**src/rtl/gdh_pkg.sv**
```systemverilog
// shared types and constants for the grid distance heuristic pipeline
package gdh_pkg;

    localparam int COORD_W      = 15;
    localparam int FLOOR_W      = 4;
    localparam int GRID_W       = 8;
    localparam int EST_W        = 32;
    localparam int SQ_W         = 2 * COORD_W;
    localparam int SUM_W        = SQ_W + 1;
    localparam int FTERM_W      = FLOOR_W + GRID_W;
    localparam int ROOT_W       = 32;
    localparam int REM_W        = ROOT_W + 2;
    localparam int SQRT_WIDE_W  = REM_W + 2;
    localparam int RAD_W        = 32;
    localparam int SQRT_STEPS   = ROOT_W;
    localparam int FRAC_W       = 16;

    localparam logic [GRID_W-1:0] CELL_PITCH_RESET = 8'd16;
    localparam logic [EST_W-1:0]  EST_MAX          = '1;

    // working state carried through the square root pipeline
    typedef struct packed {
        logic [RAD_W-1:0]   rad;
        logic [REM_W-1:0]   rem;
        logic [ROOT_W-1:0]  root;
        logic [FTERM_W-1:0] floor_term;
    } gdh_sqrt_t;

endpackage

```
**src/rtl/grid_distance_heuristic_unit.sv**
```systemverilog
// grid distance heuristic: euclidean distance in 16.16 plus floor cost
// pipeline: 36 register stages (3 front stages, 32 square root stages at one root
//   bit each, 1 output stage); every stage holds its own valid bit
// throughput: one transaction per cycle while m_ready does not stall the output
// reset: aresetn synchronous active low, empties the pipeline, cell pitch = 16
module grid_distance_heuristic_unit import gdh_pkg::*; (
    input  logic               aclk,
    input  logic               aresetn,
    input  logic               cfg_wr_en,
    input  logic [GRID_W-1:0]  cfg_wr_data,
    input  logic               s_valid,
    output logic               s_ready,
    input  logic [COORD_W-1:0] s_start_x,
    input  logic [COORD_W-1:0] s_start_y,
    input  logic [FLOOR_W-1:0] s_start_floor,
    input  logic [COORD_W-1:0] s_end_x,
    input  logic [COORD_W-1:0] s_end_y,
    input  logic [FLOOR_W-1:0] s_end_floor,
    output logic               m_valid,
    input  logic               m_ready,
    output logic [EST_W-1:0]   m_estimate
);

    logic [GRID_W-1:0] cell_pitch_reg;
    logic              pipe_valid [SQRT_STEPS+1];
    logic              pipe_ready [SQRT_STEPS+1];
    gdh_sqrt_t         pipe_data  [SQRT_STEPS+1];

    // configuration register
    always_ff @(posedge aclk) begin
        if (!aresetn) begin
            cell_pitch_reg <= CELL_PITCH_RESET;
        end else if (cfg_wr_en) begin
            cell_pitch_reg <= cfg_wr_data;
        end
    end

    gdh_front u_front (
        .aclk        (aclk),
        .aresetn     (aresetn),
        .cell_pitch  (cell_pitch_reg),
        .in_valid    (s_valid),
        .in_ready    (s_ready),
        .start_x     (s_start_x),
        .start_y     (s_start_y),
        .start_floor (s_start_floor),
        .end_x       (s_end_x),
        .end_y       (s_end_y),
        .end_floor   (s_end_floor),
        .out_valid   (pipe_valid[0]),
        .out_ready   (pipe_ready[0]),
        .out_data    (pipe_data[0])
    );

    // square root pipeline, one root bit per stage
    for (genvar i = 0; i < SQRT_STEPS; i++) begin : g_sqrt
        gdh_sqrt_step u_step (
            .aclk      (aclk),
            .aresetn   (aresetn),
            .in_valid  (pipe_valid[i]),
            .in_ready  (pipe_ready[i]),
            .in_data   (pipe_data[i]),
            .out_valid (pipe_valid[i+1]),
            .out_ready (pipe_ready[i+1]),
            .out_data  (pipe_data[i+1])
        );
    end

    gdh_back u_back (
        .aclk      (aclk),
        .aresetn   (aresetn),
        .in_valid  (pipe_valid[SQRT_STEPS]),
        .in_ready  (pipe_ready[SQRT_STEPS]),
        .in_data   (pipe_data[SQRT_STEPS]),
        .out_valid (m_valid),
        .out_ready (m_ready),
        .estimate  (m_estimate)
    );

endmodule

```
**src/rtl/gdh_front.sv**
```systemverilog
// front end: absolute differences, squares, floor cost and sum of squares
module gdh_front import gdh_pkg::*; (
    input  logic               aclk,
    input  logic               aresetn,
    input  logic [GRID_W-1:0]  cell_pitch,
    input  logic               in_valid,
    output logic               in_ready,
    input  logic [COORD_W-1:0] start_x,
    input  logic [COORD_W-1:0] start_y,
    input  logic [FLOOR_W-1:0] start_floor,
    input  logic [COORD_W-1:0] end_x,
    input  logic [COORD_W-1:0] end_y,
    input  logic [FLOOR_W-1:0] end_floor,
    output logic               out_valid,
    input  logic               out_ready,
    output gdh_sqrt_t          out_data
);

    logic               a_valid_reg, b_valid_reg, c_valid_reg;
    logic               a_ready, b_ready, c_ready;
    logic [COORD_W-1:0] dx_reg, dy_reg, dx_next, dy_next;
    logic [FLOOR_W-1:0] df_reg, df_next;
    logic [SQ_W-1:0]    dx2_reg, dy2_reg;
    logic [FTERM_W-1:0] fterm_b_reg, fterm_next;
    gdh_sqrt_t          c_data_reg, c_data_next;

    // per-stage ready: a stage can load when empty or when it drains
    assign c_ready  = !c_valid_reg || out_ready;
    assign b_ready  = !b_valid_reg || c_ready;
    assign a_ready  = !a_valid_reg || b_ready;
    assign in_ready = a_ready;

    // stage a: absolute differences
    assign dx_next = (start_x >= end_x) ? (start_x - end_x) : (end_x - start_x);
    assign dy_next = (start_y >= end_y) ? (start_y - end_y) : (end_y - start_y);
    assign df_next = (start_floor >= end_floor) ? (start_floor - end_floor)
                                                : (end_floor - start_floor);

    // stage b: floor cost product
    assign fterm_next = FTERM_W'(df_reg) * FTERM_W'(cell_pitch);

    // stage c: sum of squares becomes the upper radicand word
    always_comb begin
        c_data_next            = '0;
        c_data_next.rad        = RAD_W'(SUM_W'(dx2_reg) + SUM_W'(dy2_reg));
        c_data_next.floor_term = fterm_b_reg;
    end

    always_ff @(posedge aclk) begin
        if (!aresetn) begin
            a_valid_reg <= 1'b0;
            b_valid_reg <= 1'b0;
            c_valid_reg <= 1'b0;
        end else begin
            if (a_ready) a_valid_reg <= in_valid;
            if (b_ready) b_valid_reg <= a_valid_reg;
            if (c_ready) c_valid_reg <= b_valid_reg;
        end
    end

    // payload registers
    always_ff @(posedge aclk) begin
        if (a_ready) begin
            dx_reg <= dx_next;
            dy_reg <= dy_next;
            df_reg <= df_next;
        end
        if (b_ready) begin
            dx2_reg     <= SQ_W'(dx_reg) * SQ_W'(dx_reg);
            dy2_reg     <= SQ_W'(dy_reg) * SQ_W'(dy_reg);
            fterm_b_reg <= fterm_next;
        end
        if (c_ready) begin
            c_data_reg <= c_data_next;
        end
    end

    assign out_valid = c_valid_reg;
    assign out_data  = c_data_reg;

endmodule

```
**src/rtl/gdh_sqrt_step.sv**
```systemverilog
// one digit of the bit-by-bit square root, registered
module gdh_sqrt_step import gdh_pkg::*; (
    input  logic      aclk,
    input  logic      aresetn,
    input  logic      in_valid,
    output logic      in_ready,
    input  gdh_sqrt_t in_data,
    output logic      out_valid,
    input  logic      out_ready,
    output gdh_sqrt_t out_data
);

    logic                   valid_reg;
    gdh_sqrt_t              data_reg, data_next;
    logic [SQRT_WIDE_W-1:0] rem_shift, trial, diff;

    assign in_ready = !valid_reg || out_ready;

    // bring down the next two radicand bits and try the next root bit
    assign rem_shift = {in_data.rem, in_data.rad[RAD_W-1 -: 2]};
    assign trial     = SQRT_WIDE_W'({in_data.root, 2'b01});
    assign diff      = rem_shift - trial;

    always_comb begin
        data_next            = in_data;
        data_next.rad        = {in_data.rad[RAD_W-3:0], 2'b00};
        if (rem_shift >= trial) begin
            data_next.rem  = diff[REM_W-1:0];
            data_next.root = {in_data.root[ROOT_W-2:0], 1'b1};
        end else begin
            data_next.rem  = rem_shift[REM_W-1:0];
            data_next.root = {in_data.root[ROOT_W-2:0], 1'b0};
        end
    end

    always_ff @(posedge aclk) begin
        if (!aresetn) begin
            valid_reg <= 1'b0;
        end else if (in_ready) begin
            valid_reg <= in_valid;
        end
    end

    always_ff @(posedge aclk) begin
        if (in_ready) begin
            data_reg <= data_next;
        end
    end

    assign out_valid = valid_reg;
    assign out_data  = data_reg;

endmodule

```
**src/rtl/gdh_back.sv**
```systemverilog
// back end: add the floor cost to the distance and hold the result
module gdh_back import gdh_pkg::*; (
    input  logic             aclk,
    input  logic             aresetn,
    input  logic             in_valid,
    output logic             in_ready,
    input  gdh_sqrt_t        in_data,
    output logic             out_valid,
    input  logic             out_ready,
    output logic [EST_W-1:0] estimate
);

    logic             valid_reg;
    logic [EST_W-1:0] est_reg, est_next;
    logic [EST_W:0]   total;

    assign in_ready = !valid_reg || out_ready;

    // floor cost scaled to 16.16, saturated sum
    assign total    = (EST_W+1)'(in_data.root)
                    + ((EST_W+1)'(in_data.floor_term) << FRAC_W);
    assign est_next = total[EST_W] ? EST_MAX : total[EST_W-1:0];

    always_ff @(posedge aclk) begin
        if (!aresetn) begin
            valid_reg <= 1'b0;
        end else if (in_ready) begin
            valid_reg <= in_valid;
        end
    end

    always_ff @(posedge aclk) begin
        if (in_ready) begin
            est_reg <= est_next;
        end
    end

    assign out_valid = valid_reg;
    assign estimate  = est_reg;

endmodule

```
**config.mk**
```make
export PLATFORM = sky130hd
export DESIGN_NAME = grid_distance_heuristic_unit
export DESIGN_NICKNAME = d
export VERILOG_FILES = /design/src/rtl/gdh_pkg.sv /design/src/rtl/grid_distance_heuristic_unit.sv /design/src/rtl/gdh_front.sv /design/src/rtl/gdh_sqrt_step.sv /design/src/rtl/gdh_back.sv
export SDC_FILE = /design/constraint.sdc
export NUM_CORES = 2
export LEC_CHECK = 0
export ABC_AREA = 1
export BUFFER_PORTS_ARGS = -buffer_cell sky130_fd_sc_hd__buf_4
export CORE_MARGIN = 5
export CORE_UTILIZATION = 23
export CTS_CLUSTER_SIZE = 28
export DETAILED_ROUTE_END_ITERATION = 10
export HOLD_SLACK_MARGIN = 0.06
export PLACE_DENSITY = 0.38
export SKIP_CTS_REPAIR_TIMING = 1
export SLEW_MARGIN = 20
export SYNTH_ARGS = -nofsm -noshare
export SYNTH_HDL_FRONTEND = slang
export SYNTH_SLANG_ARGS = --single-unit
```
**constraint.sdc**
```tcl
create_clock -name aclk -period 15.3 [get_ports aclk]
set_input_delay 3.06 -clock aclk [delete_from_list [all_inputs] [get_ports aclk]]
set_output_delay 3.06 -clock aclk [all_outputs]
set_load 0.005 [all_outputs]
```
# ---- After elaboration in Yosys (flattened, before gate mapping)
# Cells that the tools add are included.
dict set report totals {
  output_inout_bits 34
  regBits 2897
  ram_bits 0
  latch_bits 0
  word_cells 356
  romBits 0
  mem_count 0
}
dict set report classes {
  mul 3
  reduce_logical 72
  n_bitwise 0
  div 0
  add_sub_neg 39
  n_shift 0
  n_mux 35
  n_lt_le_gt_ge 35
  eq_ne 0
}
# op n
set ops {}
lappend ops {{$mux 66} 30}
lappend ops {{$ge 36x34->1} 31}
lappend ops {{$sub 34x34->34} 30}
lappend ops {{$mul 15x15->30} 2}
lappend ops {{$sub 15x15->15} 4}
lappend ops {{$logic_not 1->1} 36}
lappend ops {{$logic_or 1x1->1} 36}
lappend ops {{$mux 34} 1}
lappend ops {{$add 32x28->33} 1}
lappend ops {{$add 30x30->31} 1}
lappend ops {{$ge 15x15->1} 2}
lappend ops {{$mux 15} 2}
lappend ops {{$mul 4x8->12} 1}
lappend ops {{$sub 4x4->4} 2}
lappend ops {{$ge 4x4->1} 1}
lappend ops {{$mux 4} 1}
lappend ops {{$sub 2x1->3 const B} 1}
lappend ops {{$ge 2x1->1 const B} 1}
lappend ops {{$mux 1} 1}

# ---- Longest topological paths before layout
dict set report depth {
  depth_word 37
  mapped_depth 34
  ltp_nobuf 33
}

# ---- By module
# Synthesis repeated with hierarchy kept, for this count alone.
dict set report unflattened {
  cells_unflattened 28168
  area_unflattened_um2 231249.3
}
# module area_per_inst_um2 instances seq_area_each_um2 cells_each
set by_module_without_submodules {}
lappend by_module_without_submodules {gdh_sqrt_step 6336.1 32 3263.1 760}
lappend by_module_without_submodules {gdh_front 26006.2 1 4474.3 3535}
lappend by_module_without_submodules {gdh_back 2148.3 1 980.9 263}
lappend by_module_without_submodules {grid_distance_heuristic_unit 340.3 1 160.2 50}

# ---- Worst setup path before layout
# No wires, ideal clock.
dict set report synth_path {
  path_type {input port to output port}
  from {input port m_ready}
  to {output port s_ready}
  t_required_ns 12.240
  arrival_time_ns 12.824
  n_path_buf 0
  stages 18
  slack_ns -0.584
  path_cell_list {inv_1 -> nand4_4 -> nor3_4 -> nand4_4 -> nor2_4 -> nand4_4 -> nor2_4 -> nand4_4 -> nor2_4 -> nand4_4 -> nor2_4 -> nand4_4 -> nor2_4 -> nand4_4 -> nor2_4 -> nand4_4 -> nor2_8 -> nand4_4}
}
dict set report synth_between {
  elab_chain_cells 36
}
# element line
set synth_rtl {}
lappend synth_rtl {{from (decl)} grid_distance_heuristic_unit.sv:20} ;# input logic m_ready,
lappend synth_rtl {{$logic_or 1x1->1} gdh_back.sv:17} ;# assign in_ready = !valid_reg || out_ready;
lappend synth_rtl {{$logic_or 1x1->1 (2 in series)} gdh_sqrt_step.sv:17} ;# assign in_ready = !valid_reg || out_ready;
lappend synth_rtl {{net g_sqrt[29].u_step.out_ready} gdh_sqrt_step.sv:9} ;# input logic out_ready,
lappend synth_rtl {{$logic_or 1x1->1 (5 in series)} gdh_sqrt_step.sv:17}
lappend synth_rtl {{net g_sqrt[24].u_step.out_ready} gdh_sqrt_step.sv:9}
lappend synth_rtl {{$logic_or 1x1->1 (4 in series)} gdh_sqrt_step.sv:17}
lappend synth_rtl {{net g_sqrt[20].u_step.out_ready} gdh_sqrt_step.sv:9}
lappend synth_rtl {{$logic_or 1x1->1 (4 in series)} gdh_sqrt_step.sv:17}
lappend synth_rtl {{net g_sqrt[16].u_step.out_ready} gdh_sqrt_step.sv:9}
lappend synth_rtl {{[4 not listed]} n/a}
lappend synth_rtl {{net g_sqrt[12].u_step.out_ready} gdh_sqrt_step.sv:9}
lappend synth_rtl {{[4 not listed]} n/a}
lappend synth_rtl {{net g_sqrt[8].u_step.out_ready} gdh_sqrt_step.sv:9}
lappend synth_rtl {{$logic_or 1x1->1 (4 in series)} gdh_sqrt_step.sv:17}
lappend synth_rtl {{net g_sqrt[4].u_step.out_ready} gdh_sqrt_step.sv:9}
lappend synth_rtl {{$logic_or 1x1->1 (4 in series)} gdh_sqrt_step.sv:17}
lappend synth_rtl {{net g_sqrt[0].u_step.out_ready} gdh_sqrt_step.sv:9}
lappend synth_rtl {{$logic_or 1x1->1} gdh_sqrt_step.sv:17}
lappend synth_rtl {{$logic_or 1x1->1} gdh_front.sv:28} ;# assign c_ready = !c_valid_reg || out_ready;
lappend synth_rtl {{$logic_or 1x1->1} gdh_front.sv:29} ;# assign b_ready = !b_valid_reg || c_ready;
lappend synth_rtl {{$logic_or 1x1->1} gdh_front.sv:30} ;# assign a_ready = !a_valid_reg || b_ready;
lappend synth_rtl {{to (decl)} grid_distance_heuristic_unit.sv:12} ;# output logic s_ready,
# The timed path passes the listed nets, and every way through them passes these cells.

# ---- Worst setup path after layout
# Same ends and word-level chain as after synthesis.

==> summary.md <==
| Metric | Value |
|---|---|
| Die ar. | 567000 um^2 |
| Largest net degree at the start of global routing | 77 |
| Final min period | 12.49 ns |
| FF-to-FF Start | u_back.out_valid |
| Critical path cell sequence | buf_4, inv_12, nand4_4, nor3_4, nand4_4, nor2_4, nand4_4, buf_4, nor2_4, nand4_4, nor2_4, nand4_4, nor2_4, nand4_4, nor2_4, nand4_4, nor2_4, nand4_4, nor2_8, nand4_4, buf_4 |
| Fin Hold WS | 0.406 ns |
| All-Layer GR Usage | 10.1% |
| CP max FO | 69 |
| Min-delay src | u_front.out_data[80] |
| Grt ovf | 0 |
| Final wirelength | 290000 um |
| Max incr delay on CP | 0.50 ns |
| Initial DRC Count | 2942 |
| Antenna violations before repair | 2 |
| CP max-delay cell | nor3_4 |
| Via Count | 77400 |
| Width of the die | 753 um |
| Drt drc | 0 |
| Final HPWL DP | 228000 um |
| Cell with the most instances after synthesis | edfxtp_1 |
| Critical Path RT | 12.24 ns |
| Syn_area_per_cell | 10.9 um^2 |
| Commonest cells post-synth | edfxtp_1 (2314), inv_1 (1963), nand2_1 (1709), nor2_1 (857), ha_1 (835) |
| Max FFs per register | 2135 |
| Number of I/O port buffers | 114 |
| Longest Clk Path Bufs | 4 |
| Utilization after layout | 26.6% |
| H-Tree Depth | 5 |
| Post-synth top area share | 54.8% |
| Vias in the first global route | 81700 |
| CP most frequent cell | nand4_4 |
| Max-Slew Margin vs Limit | 28.9% |
| Slew @ Worst Pin | 1.05 ns |
| Number of core rows | 272 |
| Clock root cell | clkbuf_16 |
| Leading area contributor after synthesis | edfxtp_1 |
| Post-synth cell types | 69 |
| RSZ-0062 raised after global routing | false |
| Sequential area share after synthesis | 55.4% |
| Antenna-violating nets left | 0 |
| Largest cells by area after synthesis | edfxtp_1 (55%), ha_1 (8.2%), inv_1 (5.8%) |
| # IOs | 115 |
| Post-Syn Nets | 12800 |
| Setup ws final | 2.81 ns |
| Synthesized instance count | 11600 |
| CP startpoint | m_ready |
| Setup TNS | 0 ns |
| Max_cap viols | 0 |
| Post-synth EDFFs | 2314 |
| # clock sinks | 2358 |
| First-pass GRT wire length | 460000 um |
| Final #Nets | 13200 |
| Period utilisation layout | 81.6% |
| Worst hold path type | register to register |
| CP Launch Type | input pin |
| DRT Pass-1 Iters | 7 |
| Setup CP Type | input pin to output pin |
| Placer congestion estimate | 0.802 |
| Number of setup violations in the final report | 0 |
| Share of async-settable or async-resettable flops after synthesis | 0% |
| Count of final hold-check violations | 0 |
| Inserted Clock Buffers | 278 |
| WL/cell | 14.9 um |
| Core Region | 549000 um^2 |
| Chip height | 753 um |
| Clock transition at path regs | 0.06 ns |
| Pre-CTS setup slack | 2.67 ns |
| Initial Util | 23.1% |
| Vias per inst | 3.99 |
| Max Freq | 80.1 MHz |
| Area grow syn2layout | 15.1% |
| CTS tree | yes |
| Worst Skew | 0.0689 ns |
| Fraction of layout cells with a size suffix above 1 | 5.67% |
| Clock Latency Late Sink | 0.91 ns |
| Status | finished, final reports clean |
| Dominant synthesized flop cell | edfxtp_1 |
| Worst Path Arrival | 9.43 ns |
| Number of synthesized register bits | 2358 |
| CP endpoint kind | output pin |
| Synth Cell Area | 127000 um^2 |
| Slew Limit Fails | 0 |
| Yosys warning count | 0 |
[worst max-delay path, delay by kind of cell]
kind                   cells  cell delay, ns
AND/OR/NAND/NOR           17            5.48
buffers and inverters      4            0.81
[worst paths after layout]
path / end / slack, ns / cells after the start
min reg2reg: g_sqrt[0].u_step.out_data[82] / 0.41 / 0
max: s_ready / 2.81 / 21
max reg2reg: u_front.dy2_reg[5] / 7.95 / 19
min: g_sqrt[0].u_step.out_data[82] / 0.41 / 0
[stage by stage]
step           area, um^2  cells
2_1_floorplan      127000  11600
3_3_place_gp       137000  18900
3_5_place_dp       137000  18900
4_1_cts            146000  19400
5_1_grt            146000  19400
6_report           146000  19400
[layer usage]
layer | track usage [%] | up-vias | share of wire, %
met5 | 0 | - | 0
met3 | 1.31 | 411 | 2.7
li1 | - | 39900 | -
met1 | 11.3 | 36400 | 41
met2 | 19.6 | 709 | 54
met4 | 3.06 | 0 | 3.0
[placed cells by master, fill, tap and decap left out, drive strengths merged, types with 5 or more instances in the layout]
master	synthesis	routed
a211oi	17	17
nand2	1710	1710
nor2	864	864
a21o	23	23
ha	835	835
a21boi	25	25
inv	1970	1981
a2111oi	6	6
a221oi	10	10
nand3b	8	8
dfxtp	44	44
bufinv	0	31
or2	33	33
o21a	23	23
buf	20	174
or4	5	5
o31ai	23	23
a31oi	37	37
o211a	5	5
mux2i	13	13
nor3	155	155
nand3	275	275
clkinvlp	0	18
edfxtp	2314	2314
nand4	117	117
o21ai	621	621
o2111ai	14	14
and3	6	6
o21bai	56	56
nor4	79	79
fa	308	308
and2	6	6
o211ai	30	30
a21oi	824	824
o221ai	11	11
clkinv	1	92
xnor2	436	436
xor2	535	535
clkbuf	132	344
[area by class of cell]
| cell class | count | area [um^2] |
|---|---|---|
| Fill cell | 57900 | 403000 |
| Sequential cell | 2358 | 70400 |
| Multi-Input combinational cell | 7143 | 48700 |
| Tap cell | 7261 | 9080 |
| Clock buffer | 344 | 7440 |
| Inverter | 1971 | 7420 |
| Clock inverter | 151 | 1790 |
| Timing Repair Buffer | 174 | 1310 |
| Antenna cell | 2 | 5.00 |
[logic make-up after synthesis]
| kind of cell | Yosys count | share of synthesized area, % |
|---|---|---|
| AOI/OAI and AO/OA | 1746 | 7.53 |
| xor gates and xnor gates | 971 | 6.70 |
| adders and majority gates | 1143 | 13.1 |
| buffers and inverters | 2123 | 6.29 |
| DFF | 2358 | 55.4 |
| muxes | 16 | 0.129 |
| other | 1 | 0.00295 |
| and+or+nand+nor | 3266 | 10.8 |
Power is not shown: default switching activity piles up to over one toggle a cycle in this logic, so the estimate is an artifact.
